## config.mk

```make
export PLATFORM = sky130hd
export DESIGN_NAME = bcd_date_time_setter_flat
export DESIGN_NICKNAME = d
export VERILOG_FILES = /design/src/rtl/bcd_dts_pkg.sv /design/src/rtl/bcd_dts_if.sv /design/src/rtl/bcd_dts_edit.sv /design/src/rtl/bcd_date_time_setter.sv /design/src/flat_wrapper.sv
export VERILOG_INCLUDE_DIRS = /design/src /design/src/rtl
export SDC_FILE = /design/constraint.sdc
export NUM_CORES = 1
export LEC_CHECK = 0
export BUFFER_PORTS_ARGS = -buffer_cell sky130_fd_sc_hd__buf_4
export CORE_MARGIN = 3
export CORE_UTILIZATION = 28
export DETAILED_ROUTE_END_ITERATION = 16
export HOLD_SLACK_MARGIN = 0.06
export RECOVER_POWER = 100
export SLEW_MARGIN = 30
export SYNTH_ARGS = -nofsm -noshare
export SYNTH_HDL_FRONTEND = slang
export SYNTH_HIERARCHICAL = 1
export SYNTH_SLANG_ARGS = --single-unit
```

## constraint.sdc

```tcl
create_clock -name clock -period 15.2 [get_ports clock]
set_clock_uncertainty 0.05 [all_clocks]
set_input_delay 2.28 -clock clock [delete_from_list [all_inputs] [get_ports clock]]
set_output_delay 2.28 -clock clock [all_outputs]
set_load 0.02 [all_outputs]
```

## src/rtl/bcd_date_time_setter_macros.svh

```systemverilog
// Assertion macros shared by the date/time setter RTL.
// Depends on a clock named clock and a reset named reset in the using module.
`ifndef BCD_DATE_TIME_SETTER_MACROS_SVH
`define BCD_DATE_TIME_SETTER_MACROS_SVH

// Same-cycle implication, disabled during reset.
`define BDT_ASSERT_NOW(label, ante, cons, msg) \
   label: assert property (@(posedge clock) disable iff (reset) (ante) |-> (cons)) \
      else $error(msg);

// Next-cycle implication, disabled during reset.
`define BDT_ASSERT_NEXT(label, ante, cons, msg) \
   label: assert property (@(posedge clock) disable iff (reset) (ante) |=> (cons)) \
      else $error(msg);

`endif

```

## src/rtl/bcd_dts_pkg.sv

```systemverilog
// Types, codes and BCD helper functions for the date/time setter.
// No dependencies; used by the edit logic, the top level and the bench.
package bcd_dts_pkg;

   typedef enum logic [2:0] {
      POS_YEAR   = 3'd0,
      POS_MONTH  = 3'd1,
      POS_DAY    = 3'd2,
      POS_HOUR   = 3'd3,
      POS_MINUTE = 3'd4,
      POS_SECOND = 3'd5,
      POS_BACK   = 3'd6
   } focus_type;

   typedef enum logic [1:0] {
      KEY_UP    = 2'd0,
      KEY_DOWN  = 2'd1,
      KEY_LEFT  = 2'd2,
      KEY_RIGHT = 2'd3
   } key_type;

   typedef enum logic {
      MODE_KEY  = 1'b0,
      MODE_LOAD = 1'b1
   } mode_type;

   localparam logic [6:0] YEAR_MAX     = 7'd99;
   localparam logic [6:0] MONTH_MAX    = 7'd12;
   localparam logic [6:0] HOUR_MAX     = 7'd23;
   localparam logic [6:0] MINSEC_MAX   = 7'd59;
   localparam logic [6:0] DAYS_LONG    = 7'd31;
   localparam logic [6:0] DAYS_SHORT   = 7'd30;
   localparam logic [6:0] DAYS_FEB     = 7'd28;
   localparam logic [6:0] DAYS_FEB_LEAP = 7'd29;
   localparam logic [6:0] FIELD_MIN0   = 7'd0;
   localparam logic [6:0] FIELD_MIN1   = 7'd1;

   localparam logic [7:0] RST_YEAR   = 8'h00;
   localparam logic [4:0] RST_MONTH  = 5'h01;
   localparam logic [5:0] RST_DAY    = 6'h01;
   localparam logic [5:0] RST_HOUR   = 6'h00;
   localparam logic [6:0] RST_MINUTE = 7'h00;
   localparam logic [6:0] RST_SECOND = 7'h00;

   typedef struct packed {
      focus_type  focus;
      logic [7:0] year;
      logic [4:0] month;
      logic [5:0] day;
      logic [5:0] hour;
      logic [6:0] minute;
      logic [6:0] second;
   } state_type;

   typedef struct packed {
      mode_type   mode;
      logic       released;
      key_type    key;
      logic [7:0] load_year;
      logic [4:0] load_month;
      logic [5:0] load_day;
      logic [5:0] load_hour;
      logic [6:0] load_minute;
      logic [6:0] load_second;
   } req_item_type;

   typedef struct packed {
      logic       write_clock;
      logic       exit_request;
      focus_type  focus_now;
      focus_type  focus_before;
      logic       focus_moved;
      logic [7:0] out_year;
      logic [4:0] out_month;
      logic [5:0] out_day;
      logic [5:0] out_hour;
      logic [6:0] out_minute;
      logic [6:0] out_second;
   } rsp_item_type;

   // Packed BCD to binary; digits above 9 are taken at face value.
   function automatic logic [7:0] bcd_to_bin(input logic [7:0] v);
      return ({4'b0000, v[7:4]} * 8'd10) + {4'b0000, v[3:0]};
   endfunction

   // Binary (0-99) to packed BCD; tens by reciprocal multiply (205 / 2048).
   function automatic logic [7:0] bin_to_bcd(input logic [6:0] z);
      logic [14:0] prod;
      logic [3:0]  tens;
      logic [6:0]  rem;
      prod = {8'b0, z} * 15'd205;
      tens = prod[14:11];
      rem  = z - 7'({3'b000, tens} * 7'd10);
      return {tens, rem[3:0]};
   endfunction

   // Step a BCD field by one inside [lo, hi], wrapping at both ends.
   function automatic logic [7:0] bcd_step(input logic [7:0] v, input logic up,
                                           input logic [6:0] lo, input logic [6:0] hi);
      logic [7:0] z;
      logic [7:0] lo8;
      logic [7:0] hi8;
      z   = bcd_to_bin(v);
      lo8 = {1'b0, lo};
      hi8 = {1'b0, hi};
      if (up) begin
         z = z + 8'd1;
         if (z > hi8) z = lo8;
      end else if (z <= lo8) begin
         z = hi8;
      end else begin
         z = z - 8'd1;
         if (z > hi8) z = lo8;
      end
      return bin_to_bcd(z[6:0]);
   endfunction

endpackage

```

## src/rtl/bcd_dts_if.sv

```systemverilog
// Valid/ready channel interfaces for the date/time setter.
// Does not reference bcd_dts_pkg; its field widths are kept in step with it.
interface bcd_dts_req_if;
   logic       valid;
   logic       ready;
   logic       mode;
   logic       released;
   logic [1:0] key;
   logic [7:0] load_year;
   logic [4:0] load_month;
   logic [5:0] load_day;
   logic [5:0] load_hour;
   logic [6:0] load_minute;
   logic [6:0] load_second;

   modport source (output valid, mode, released, key, load_year, load_month, load_day,
                   load_hour, load_minute, load_second, input ready);
   modport sink   (input valid, mode, released, key, load_year, load_month, load_day,
                   load_hour, load_minute, load_second, output ready);
endinterface

interface bcd_dts_rsp_if;
   logic       valid;
   logic       ready;
   logic       write_clock;
   logic       exit_request;
   logic [2:0] focus_now;
   logic [2:0] focus_before;
   logic       focus_moved;
   logic [7:0] out_year;
   logic [4:0] out_month;
   logic [5:0] out_day;
   logic [5:0] out_hour;
   logic [6:0] out_minute;
   logic [6:0] out_second;

   modport source (output valid, write_clock, exit_request, focus_now, focus_before,
                   focus_moved, out_year, out_month, out_day, out_hour, out_minute,
                   out_second, input ready);
   modport sink   (input valid, write_clock, exit_request, focus_now, focus_before,
                   focus_moved, out_year, out_month, out_day, out_hour, out_minute,
                   out_second, output ready);
endinterface

```

## src/rtl/bcd_dts_edit.sv

```systemverilog
// Next-state and result logic for one item of the date/time setter.
// Depends on bcd_dts_pkg (types, field limits, BCD step function).
module bcd_dts_edit (
   input  bcd_dts_pkg::state_type    cur,
   input  bcd_dts_pkg::req_item_type item,
   output bcd_dts_pkg::state_type    nxt,
   output bcd_dts_pkg::rsp_item_type res
);

   logic       up;
   logic [7:0] year_bin;
   logic [7:0] month_bin;
   logic [6:0] month_len;
   logic       write_clock;
   logic       exit_request;
   logic       moved;

   assign up = (item.key == bcd_dts_pkg::KEY_UP);

   // Month length; leap year when the binary year is a multiple of four.
   always_comb begin
      year_bin  = bcd_dts_pkg::bcd_to_bin(cur.year);
      month_bin = bcd_dts_pkg::bcd_to_bin({3'b000, cur.month});
      case (month_bin)
         8'd2:    month_len = (year_bin[1:0] == 2'b00) ? bcd_dts_pkg::DAYS_FEB_LEAP
                                                      : bcd_dts_pkg::DAYS_FEB;
         8'd4, 8'd6, 8'd9, 8'd11: month_len = bcd_dts_pkg::DAYS_SHORT;
         default: month_len = bcd_dts_pkg::DAYS_LONG;
      endcase
   end

   always_comb begin
      nxt          = cur;
      write_clock  = 1'b0;
      exit_request = 1'b0;
      moved        = 1'b0;
      if (item.mode == bcd_dts_pkg::MODE_LOAD) begin
         nxt.year   = item.load_year;
         nxt.month  = item.load_month;
         nxt.day    = item.load_day;
         nxt.hour   = item.load_hour;
         nxt.minute = item.load_minute;
         nxt.second = item.load_second;
      end else if (item.released) begin
         case (item.key)
            bcd_dts_pkg::KEY_RIGHT: begin
               moved     = 1'b1;
               nxt.focus = (cur.focus >= bcd_dts_pkg::POS_BACK)
                           ? bcd_dts_pkg::POS_YEAR
                           : bcd_dts_pkg::focus_type'(cur.focus + 3'd1);
            end
            bcd_dts_pkg::KEY_LEFT: begin
               moved     = 1'b1;
               nxt.focus = (cur.focus == bcd_dts_pkg::POS_YEAR ||
                            cur.focus > bcd_dts_pkg::POS_BACK)
                           ? bcd_dts_pkg::POS_BACK
                           : bcd_dts_pkg::focus_type'(cur.focus - 3'd1);
            end
            default: begin
               if (cur.focus >= bcd_dts_pkg::POS_BACK) begin
                  exit_request = 1'b1;
               end else begin
                  write_clock = 1'b1;
                  case (cur.focus)
                     bcd_dts_pkg::POS_YEAR:
                        nxt.year = bcd_dts_pkg::bcd_step(cur.year, up,
                           bcd_dts_pkg::FIELD_MIN0, bcd_dts_pkg::YEAR_MAX);
                     bcd_dts_pkg::POS_MONTH:
                        nxt.month = 5'(bcd_dts_pkg::bcd_step({3'b000, cur.month}, up,
                           bcd_dts_pkg::FIELD_MIN1, bcd_dts_pkg::MONTH_MAX));
                     bcd_dts_pkg::POS_DAY:
                        nxt.day = 6'(bcd_dts_pkg::bcd_step({2'b00, cur.day}, up,
                           bcd_dts_pkg::FIELD_MIN1, month_len));
                     bcd_dts_pkg::POS_HOUR:
                        nxt.hour = 6'(bcd_dts_pkg::bcd_step({2'b00, cur.hour}, up,
                           bcd_dts_pkg::FIELD_MIN0, bcd_dts_pkg::HOUR_MAX));
                     bcd_dts_pkg::POS_MINUTE:
                        nxt.minute = 7'(bcd_dts_pkg::bcd_step({1'b0, cur.minute}, up,
                           bcd_dts_pkg::FIELD_MIN0, bcd_dts_pkg::MINSEC_MAX));
                     default:
                        nxt.second = 7'(bcd_dts_pkg::bcd_step({1'b0, cur.second}, up,
                           bcd_dts_pkg::FIELD_MIN0, bcd_dts_pkg::MINSEC_MAX));
                  endcase
               end
            end
         endcase
      end
   end

   always_comb begin
      res.write_clock  = write_clock;
      res.exit_request = exit_request;
      res.focus_now    = nxt.focus;
      res.focus_before = cur.focus;
      res.focus_moved  = moved;
      res.out_year     = nxt.year;
      res.out_month    = nxt.month;
      res.out_day      = nxt.day;
      res.out_hour     = nxt.hour;
      res.out_minute   = nxt.minute;
      res.out_second   = nxt.second;
   end

endmodule

```

## src/rtl/bcd_date_time_setter.sv

```systemverilog
// Top level of the BCD date/time setter: input register, edit logic, result register.
// Depends on bcd_dts_pkg, bcd_dts_if, bcd_dts_edit and the assertion macro header.
//
//   channel    direction  carries
//   req_chan   in         mode, released, key, six BCD load values
//   rsp_chan   out        flags, focus before/after, six current BCD fields
//
// Sustained rate is one item per cycle while rsp_chan is not stalled; each item passes
// through the input register and then the result register before its rsp transfer.
// The item waits in the input register, then the edit logic updates
// the date/time state and fills the result register in the same edge.
// A stall on rsp_chan holds the result register; the input register still
// takes one more item, so req_chan.ready drops only when both are full.
// Reset (synchronous) sets focus to year and the fields to 00-01-01 00:00:00.
`include "bcd_date_time_setter_macros.svh"

module bcd_date_time_setter (
   input  logic                 clock,
   input  logic                 reset,
   bcd_dts_req_if.sink          req_chan,
   bcd_dts_rsp_if.source        rsp_chan
);

   bcd_dts_pkg::req_item_type req_ff;
   bcd_dts_pkg::req_item_type req_in;
   logic                      s1_valid_ff;
   logic                      s1_valid_in;

   bcd_dts_pkg::rsp_item_type rsp_ff;
   bcd_dts_pkg::rsp_item_type rsp_in;
   logic                      s2_valid_ff;
   logic                      s2_valid_in;

   bcd_dts_pkg::state_type    state_ff;
   bcd_dts_pkg::state_type    state_in;
   bcd_dts_pkg::state_type    edit_state;
   bcd_dts_pkg::rsp_item_type edit_rsp;

   logic req_xfer;
   logic s2_free;
   logic commit;

   // Result register can take a new item when empty or being drained.
   assign s2_free  = !s2_valid_ff || rsp_chan.ready;
   assign commit   = s1_valid_ff && s2_free;
   assign req_chan.ready = !s1_valid_ff || s2_free;
   assign req_xfer = req_chan.valid && req_chan.ready;

   // Capture the incoming item on a transfer.
   always_comb begin
      req_in.mode        = bcd_dts_pkg::mode_type'(req_chan.mode);
      req_in.released    = req_chan.released;
      req_in.key         = bcd_dts_pkg::key_type'(req_chan.key);
      req_in.load_year   = req_chan.load_year;
      req_in.load_month  = req_chan.load_month;
      req_in.load_day    = req_chan.load_day;
      req_in.load_hour   = req_chan.load_hour;
      req_in.load_minute = req_chan.load_minute;
      req_in.load_second = req_chan.load_second;
   end

   bcd_dts_edit u_edit (
      .cur  (state_ff),
      .item (req_ff),
      .nxt  (edit_state),
      .res  (edit_rsp)
   );

   // Advance state and result only when the item moves to the result register.
   always_comb begin
      state_in    = commit ? edit_state : state_ff;
      rsp_in      = commit ? edit_rsp : rsp_ff;
      s1_valid_in = req_xfer ? 1'b1 : (commit ? 1'b0 : s1_valid_ff);
      s2_valid_in = commit ? 1'b1 : (rsp_chan.ready ? 1'b0 : s2_valid_ff);
   end

   always_ff @(posedge clock) begin
      if (reset) begin
         s1_valid_ff     <= 1'b0;
         s2_valid_ff     <= 1'b0;
         state_ff.focus  <= bcd_dts_pkg::POS_YEAR;
         state_ff.year   <= bcd_dts_pkg::RST_YEAR;
         state_ff.month  <= bcd_dts_pkg::RST_MONTH;
         state_ff.day    <= bcd_dts_pkg::RST_DAY;
         state_ff.hour   <= bcd_dts_pkg::RST_HOUR;
         state_ff.minute <= bcd_dts_pkg::RST_MINUTE;
         state_ff.second <= bcd_dts_pkg::RST_SECOND;
      end else begin
         s1_valid_ff <= s1_valid_in;
         s2_valid_ff <= s2_valid_in;
         state_ff    <= state_in;
      end
   end

   // Payload registers: no reset.
   always_ff @(posedge clock) begin
      if (req_xfer) begin
         req_ff <= req_in;
      end
      rsp_ff <= rsp_in;
   end

   // Drive the result channel from the result register.
   assign rsp_chan.valid        = s2_valid_ff;
   assign rsp_chan.write_clock  = rsp_ff.write_clock;
   assign rsp_chan.exit_request = rsp_ff.exit_request;
   assign rsp_chan.focus_now    = rsp_ff.focus_now;
   assign rsp_chan.focus_before = rsp_ff.focus_before;
   assign rsp_chan.focus_moved  = rsp_ff.focus_moved;
   assign rsp_chan.out_year     = rsp_ff.out_year;
   assign rsp_chan.out_month    = rsp_ff.out_month;
   assign rsp_chan.out_day      = rsp_ff.out_day;
   assign rsp_chan.out_hour     = rsp_ff.out_hour;
   assign rsp_chan.out_minute   = rsp_ff.out_minute;
   assign rsp_chan.out_second   = rsp_ff.out_second;

   // At most one of edit, exit and move per result.
   `BDT_ASSERT_NOW(a_flags_exclusive, s2_valid_ff,
      $onehot0({rsp_ff.write_clock, rsp_ff.exit_request, rsp_ff.focus_moved}),
      "more than one result flag set")
   // Focus changes only through a move.
   `BDT_ASSERT_NOW(a_focus_only_on_move, s2_valid_ff && !rsp_ff.focus_moved,
      rsp_ff.focus_now == rsp_ff.focus_before, "focus changed without a move")
   // The committed result mirrors the stored date/time state.
   `BDT_ASSERT_NEXT(a_result_matches_state, commit,
      rsp_ff.focus_now == state_ff.focus && rsp_ff.out_year == state_ff.year &&
      rsp_ff.out_month == state_ff.month && rsp_ff.out_day == state_ff.day &&
      rsp_ff.out_hour == state_ff.hour && rsp_ff.out_minute == state_ff.minute &&
      rsp_ff.out_second == state_ff.second, "result register out of step with state")
   // A stalled result leaves the date/time state alone.
   `BDT_ASSERT_NEXT(a_state_holds_on_stall, s2_valid_ff && !rsp_chan.ready,
      $stable(state_ff), "state changed while the result was stalled")

endmodule

```

## src/flat_wrapper.sv

```systemverilog
// flat-port wrapper written by rule: the top's interface ports become plain ports
module bcd_date_time_setter_flat 
  (clock, reset, req_chan_valid, req_chan_mode, req_chan_released, req_chan_key, req_chan_load_year, req_chan_load_month, req_chan_load_day, req_chan_load_hour, req_chan_load_minute, req_chan_load_second, req_chan_ready, rsp_chan_valid, rsp_chan_write_clock, rsp_chan_exit_request, rsp_chan_focus_now, rsp_chan_focus_before, rsp_chan_focus_moved, rsp_chan_out_year, rsp_chan_out_month, rsp_chan_out_day, rsp_chan_out_hour, rsp_chan_out_minute, rsp_chan_out_second, rsp_chan_ready);
  bcd_dts_req_if req_chan_i ();
  bcd_dts_rsp_if rsp_chan_i ();
  input  logic clock;
  input  logic reset;
  input wire logic [$bits(req_chan_i.valid)-1:0] req_chan_valid;
  input wire logic [$bits(req_chan_i.mode)-1:0] req_chan_mode;
  input wire logic [$bits(req_chan_i.released)-1:0] req_chan_released;
  input wire logic [$bits(req_chan_i.key)-1:0] req_chan_key;
  input wire logic [$bits(req_chan_i.load_year)-1:0] req_chan_load_year;
  input wire logic [$bits(req_chan_i.load_month)-1:0] req_chan_load_month;
  input wire logic [$bits(req_chan_i.load_day)-1:0] req_chan_load_day;
  input wire logic [$bits(req_chan_i.load_hour)-1:0] req_chan_load_hour;
  input wire logic [$bits(req_chan_i.load_minute)-1:0] req_chan_load_minute;
  input wire logic [$bits(req_chan_i.load_second)-1:0] req_chan_load_second;
  output wire logic [$bits(req_chan_i.ready)-1:0] req_chan_ready;
  output wire logic [$bits(rsp_chan_i.valid)-1:0] rsp_chan_valid;
  output wire logic [$bits(rsp_chan_i.write_clock)-1:0] rsp_chan_write_clock;
  output wire logic [$bits(rsp_chan_i.exit_request)-1:0] rsp_chan_exit_request;
  output wire logic [$bits(rsp_chan_i.focus_now)-1:0] rsp_chan_focus_now;
  output wire logic [$bits(rsp_chan_i.focus_before)-1:0] rsp_chan_focus_before;
  output wire logic [$bits(rsp_chan_i.focus_moved)-1:0] rsp_chan_focus_moved;
  output wire logic [$bits(rsp_chan_i.out_year)-1:0] rsp_chan_out_year;
  output wire logic [$bits(rsp_chan_i.out_month)-1:0] rsp_chan_out_month;
  output wire logic [$bits(rsp_chan_i.out_day)-1:0] rsp_chan_out_day;
  output wire logic [$bits(rsp_chan_i.out_hour)-1:0] rsp_chan_out_hour;
  output wire logic [$bits(rsp_chan_i.out_minute)-1:0] rsp_chan_out_minute;
  output wire logic [$bits(rsp_chan_i.out_second)-1:0] rsp_chan_out_second;
  input wire logic [$bits(rsp_chan_i.ready)-1:0] rsp_chan_ready;
  assign req_chan_i.valid = req_chan_valid;
  assign req_chan_i.mode = req_chan_mode;
  assign req_chan_i.released = req_chan_released;
  assign req_chan_i.key = req_chan_key;
  assign req_chan_i.load_year = req_chan_load_year;
  assign req_chan_i.load_month = req_chan_load_month;
  assign req_chan_i.load_day = req_chan_load_day;
  assign req_chan_i.load_hour = req_chan_load_hour;
  assign req_chan_i.load_minute = req_chan_load_minute;
  assign req_chan_i.load_second = req_chan_load_second;
  assign req_chan_ready = req_chan_i.ready;
  assign rsp_chan_valid = rsp_chan_i.valid;
  assign rsp_chan_write_clock = rsp_chan_i.write_clock;
  assign rsp_chan_exit_request = rsp_chan_i.exit_request;
  assign rsp_chan_focus_now = rsp_chan_i.focus_now;
  assign rsp_chan_focus_before = rsp_chan_i.focus_before;
  assign rsp_chan_focus_moved = rsp_chan_i.focus_moved;
  assign rsp_chan_out_year = rsp_chan_i.out_year;
  assign rsp_chan_out_month = rsp_chan_i.out_month;
  assign rsp_chan_out_day = rsp_chan_i.out_day;
  assign rsp_chan_out_hour = rsp_chan_i.out_hour;
  assign rsp_chan_out_minute = rsp_chan_i.out_minute;
  assign rsp_chan_out_second = rsp_chan_i.out_second;
  assign rsp_chan_i.ready = rsp_chan_ready;
  bcd_date_time_setter u_core (.clock(clock), .reset(reset), .req_chan(req_chan_i), .rsp_chan(rsp_chan_i));
endmodule
```

### After elaboration in Yosys (flattened, before gate mapping)

Cells that the tools add are included.

| cells by class | value |
|---|---|
| $mul | 18 |
| order comparisons | 20 |
| equality and inequality tests | 11 |
| reductions and logical operators | 17 |
| multiplexer cells | 77 |
| bitwise gates (word level) | 1 |
| add/sub/neg operators | 26 |

Operators with widths:

| cell | number |
|---|---|
| two-way mux 7 bit | 56 |
| two-way mux 39 bit | 3 |
| multiplier 7 x 8 -> 15 bit, second input constant | 6 |
| two-way mux 42 bit | 1 |
| > comparator 8 x 6 -> 1 bit, second input constant | 4 |
| adder 8 x 1 -> 8 bit, second input constant | 3 |
| <= comparator 8 x 1 -> 1 bit, second input constant | 3 |
| multiplier 4 x 3 -> 3 bit, second input constant | 6 |
| subtractor 4 bit | 6 |
| subtractor 8 x 1 -> 8 bit, second input constant | 3 |
| adder 7 x 1 -> 8 bit, second input constant | 2 |
| adder 7 x 4 -> 8 bit | 2 |
| > comparator 8 x 5 -> 1 bit | 2 |
| > comparator 8 x 5 -> 1 bit, second input constant | 2 |
| > comparator 8 x 7 -> 1 bit, second input constant | 2 |
| subtractor 7 x 1 -> 8 bit, second input constant | 2 |
| adder 6 x 4 -> 7 bit | 2 |
| <= comparator 7 x 1 -> 1 bit, second input constant | 2 |
| == test 6 x 3 -> 1 bit, second input constant | 2 |
| == test 6 x 4 -> 1 bit, second input constant | 2 |
| multiplier 3 x 3 -> 6 bit, second input constant | 2 |
| two-way mux 6 bit | 2 |
| multiplier 2 x 3 -> 5 bit, second input constant | 2 |
| two-way mux 3 bit | 3 |
| 33 further kinds | 50 |

| storage, ports and cells | value |
|---|---|
| bits in registers | 135 |
| input bits | 47 |

### Logic depth before layout (Yosys ltp)

| logic depth | value |
|---|---|
| depth after elaboration | 22 |
| mapped depth | 39 |
| depth with buffers taken out | 38 |

### Hierarchy

Netlist, hierarchy kept.

Modules (own cells, without submodules):

| module | area each (µm²) | instances | cells each | seq. area each (µm²) |
|---|---|---|---|---|
| bcd_dts_edit | 10316.1 | 1 | 1334 | 0.0 |
| bcd_date_time_setter | 4689.5 | 1 | 283 | 3613.5 |

### Least setup slack after synthesis

Ideal clock, no wire load.

| path | value |
|---|---|
| path type | register -> register |
| start | register u_core/state_ff[30] in the netlist's numbering |
| end | register u_core/state_ff[23] in the netlist's numbering |
| stages on the path, launching flop included | 37 |
| setup time | 0.072 ns |
| path slack | 7.564 ns |
| path buffers | 0 |
| data required time | 15.078 ns |
| arrival | 7.515 ns |
| period minus slack after synthesis | 7.636 ns |
| cells stage by stage | dfxtp_1 -> ha_1 -> ha_1 -> and2_1 -> a21oi_1 -> or4b_2 -> o2bb2ai_1 -> inv_1 -> ha_1 -> nand2_1 -> o21ai_0 -> o31ai_1 -> and2_1 -> nor4_1 -> a22oi_1 -> o21ai_0 -> fa_1 -> ha_1 -> inv_1 -> fa_1 -> inv_1 -> ha_1 -> a2111oi_1 -> o31ai_1 -> a21o_1 -> xor2_1 -> ha_1 -> inv_1 -> fa_1 -> xnor2_1 -> xnor2_1 -> xnor2_1 -> xnor2_1 -> or4_1 -> nand3_1 -> nand2b_1 -> mux2i_1 |

RTL lines:

| element | line | RTL |
|---|---|---|
| from (decl) | bcd_date_time_setter.sv:34 | `bcd_dts_pkg::state_type state_ff;` |
| from (signal assigned) | bcd_date_time_setter.sv:91 | `state_ff <= state_in;` |

==> results by group <==
Run status
  – Result of the run: finished, violations left
  – Violated checks: capacitance limit, slew limit

Die
  – Area of the core: 52800 um2
  – Die outline area: 56400 um2
  – Number of rows created at floorplan: 84
  – Vertical die dimension: 238 um
  – Initial core utilization: 28.4%
  – Die W: 238 um
  – # IOs: 97

Critical path
  – Slowest-stage cell, CP: sky130_fd_sc_hd__or4b_2
  – WP data arrival: 9.20 ns
  – Required time at the worst-slack endpoint: 15.52 ns
  – Peak fanout along the critical path: 11
  – Element type at the critical path start: flip-flop
  – CP most frequent cell: sky130_fd_sc_hd__ha_1
  – Critical Path End Type: flip-flop
  – Path type of the worst setup path: flip-flop to flip-flop
  – Worst stage delay on the critical path: 0.75 ns

Timing
  – Fin. max-slew vios: 259
  – Fin crit share: 58.4%
  – Final setup vio count: 0
  – Number of hold violations in the final report: 0
  – Worst Max-Slew Pin Slew: 3.17 ns
  – RSZ-0062 raised after global routing: false
  – Final critical-path required period: 8.88 ns
  – Worst-case headroom to the max-slew limit: -111%
  – Highest achievable clock rate: 113 MHz
  – Setup tns final: 0 ns

Run
  – Number of max-cap violations: 5

Synthesis
  – Combined area of all synthesized cells: 15000 um2
  – Post-synthesis sequential element count: 135
  – Netlist cell types: 95
  – Register area share after synthesis: 24.1%
  – Post-synth ARST share: 0%
  – Most used standard cell by instance count after synthesis: sky130_fd_sc_hd__ha_1
  – Yosys top cell area share: 21.3%
  – Avg Synthesized Cell Area: 9.28 um2
  – Cell accounting for the most synthesized area: sky130_fd_sc_hd__ha_1
  – Total of warnings raised by yosys: 6
  – Top flip-flop cell by instance count after synthesis: sky130_fd_sc_hd__edfxtp_1
  – Number of enable-type register cells in the synthesized netlist: 91
  – Cells taking the most area after synthesis: sky130_fd_sc_hd__ha_1 21%, sky130_fd_sc_hd__edfxtp_1 18%, sky130_fd_sc_hd__fa_1 8.0%
  – Most numerous cell types in the synthesized netlist: 256 x sky130_fd_sc_hd__ha_1, 183 x sky130_fd_sc_hd__inv_1, 104 x sky130_fd_sc_hd__nand2_1
  – Syn Inst Count: 1617

Detailed routing
  – Post-Route WL: 35300 um
  – Initial DRT Pass Iterations: 5
  – DRC violation count after routing: 0
  – Routed wire length per instance: 14.9 um
  – Detail-routed via count per cell: 4.80
  – Drt first-iter violations: 506
  – Via count of the routed design: 11400
  – Antenna-violating nets left: 0

Clock network
  – Worst-skew pair later-pin latency: 0.48 ns
  – CTS sink cnt: 135
  – Post-CTS setup-driven buffer insertion count: 0
  – CTS H-tree depth: 4
  – Root buffer cell: sky130_fd_sc_hd__clkbuf_16
  – Post-CTS Hold Buffers: 0
  – TritonCTS clock tree: done
  – TritonCTS Buffers: 17
  – Number of gates given a new drive strength after cts: 0
  – Number of buffers on the longest clock path: 2
  – Clock transition at the register clock pins on the worst setup and hold paths after CTS: 0.06 ns

Min path
  – Hold crit path type: flip-flop to flip-flop

Global routing
  – Remaining global-route overflow: 0
  – Number of global-route vias before repair: 11600
  – Antenna violations before repair: 0
  – Pin count of the biggest net entering global routing: 87
  – Wire length of the first global-routing pass: 58700 um
  – Total global routing track utilization: 13.0%

Layout
  – Final-layout fill cell count: 5504
  – Count of inserted antenna diode cells: 0
  – Area overhead of the layout relative to synthesis: 9.79%
  – Fraction of final layout cells with drive strength greater than 1: 6.20%
  – Fin nets: 2028

Placed design
  – Placer Congestion: 0.855
  – Count of input and output buffers: 96
  – HPWL after detailed placement: 27300 um
[stage by stage]
stage	util, %	cell area (um2)	std cells	setup WS (ns)	hold WS [ns]
global placement	30.6	16100	2334	6.88	0.436
finish	31.2	16500	2366	6.32	0.443
CTS	31.7	16700	2366	6.52	0.447
global route	31.2	16500	2366	5.53	0.467
floorplan	-	15100	1644	7.56	0.411
detailed placement	30.6	16100	2334	6.58	0.436
[logic make-up after synthesis]
group                    share of synthesized area (%)
AND/OR/NAND/NOR                                   15.0
flip-flops                                        24.1
AO/OA/AOI/OAI                                     13.2
other                                           0.0500
multiplexers                                      4.37
XOR/XNOR                                          5.28
buffers and inverters                             8.60
adder cells (fa/ha/maj)                           29.4
[path summary, 6_finish.rpt]
path	slack (ns)	from	to	depth (start not counted)
setup / recovery	6.32	u_core/state_ff[30]$_SDFFE_PP0P_	u_core/state_ff[23]$_SDFFE_PP0P_	34
hold / removal	0.44	u_core/state_ff[29]$_SDFFE_PP0P_	u_core/state_ff[29]$_SDFFE_PP0P_	2
setup reg to reg	6.32	u_core/state_ff[30]$_SDFFE_PP0P_	u_core/state_ff[23]$_SDFFE_PP0P_	34
hold reg to reg	0.44	u_core/state_ff[29]$_SDFFE_PP0P_	u_core/state_ff[29]$_SDFFE_PP0P_	2
[per-layer routing]
layer,GRT usage [%],routed length (um),vias up,part of all wire [%]
met5,0,0,-,0
met1,16.2,16300,5434,46
li1,-,-,5704,-
met3,2.62,1220,31,3.5
met4,4.66,637,0,1.8
met2,22.2,17200,193,49
[worst max-delay path: cells and delay by family (launching register included)]
kind,cells,cell delay [ns]
adder cells (fa/ha/maj),9,3.06
AND/OR/NAND/NOR,7,2.10
AO/OA/AOI/OAI,8,2.00
XOR/XNOR,5,0.86
flip-flops,1,0.35
buffers and inverters,4,0.22
multiplexers,1,0.15
[area by class of cell]
cell class,count,area [um2],share of cell area [%]
clock buffer,20,468,2.84
clock inverter,12,115,0.699
inverter,183,687,4.17
multi-input combinational,1226,10200,61.7
sequential,135,3610,21.9
tap,688,861,5.23
timing repair buffer,102,559,3.39
[cells in the final DEF, fill, tap and decap left out, types with 15 or more instances in the layout]
| cell type | Yosys | routed |
|---|---|---|
| sky130_fd_sc_hd__a21o_1 | 18 | 18 |
| sky130_fd_sc_hd__a21oi_1 | 84 | 83 |
| sky130_fd_sc_hd__clkbuf_1 | 42 | 56 |
| sky130_fd_sc_hd__clkbuf_16 | 0 | 18 |
| sky130_fd_sc_hd__clkbuf_4 | 0 | 44 |
| sky130_fd_sc_hd__conb_1 | 2 | 29 |
| sky130_fd_sc_hd__dfxtp_1 | 44 | 44 |
| sky130_fd_sc_hd__edfxtp_1 | 91 | 91 |
| sky130_fd_sc_hd__fa_1 | 60 | 60 |
| sky130_fd_sc_hd__ha_1 | 256 | 256 |
| sky130_fd_sc_hd__inv_1 | 183 | 183 |
| sky130_fd_sc_hd__mux2i_1 | 61 | 61 |
| sky130_fd_sc_hd__nand2_1 | 104 | 104 |
| sky130_fd_sc_hd__nand2b_1 | 87 | 87 |
| sky130_fd_sc_hd__nand3_1 | 23 | 23 |
| sky130_fd_sc_hd__nand4_1 | 19 | 19 |
| sky130_fd_sc_hd__nor2_1 | 81 | 80 |
| sky130_fd_sc_hd__nor2b_1 | 14 | 15 |
| sky130_fd_sc_hd__nor3_1 | 28 | 29 |
| sky130_fd_sc_hd__o21ai_0 | 62 | 63 |
| sky130_fd_sc_hd__xnor2_1 | 52 | 53 |
| sky130_fd_sc_hd__xor2_1 | 34 | 33 |
[state kept, by name (all words and copies together), names as in the netlist, 3 cells and up]
signal	count
u_core/req_ff	43
u_core/state_ff	42
u_core/rsp_chan.out_year	8
u_core/rsp_chan.out_minute	7
u_core/rsp_chan.out_second	7
u_core/rsp_chan.out_day	6
u_core/rsp_chan.out_hour	6
u_core/rsp_chan.out_month	5
u_core/rsp_chan.focus_before	3
u_core/rsp_chan.focus_now	3
Power is left out: the tool's default activity adds up to more than one toggle a clock period on the data nets, which glitch-free logic cannot reach.
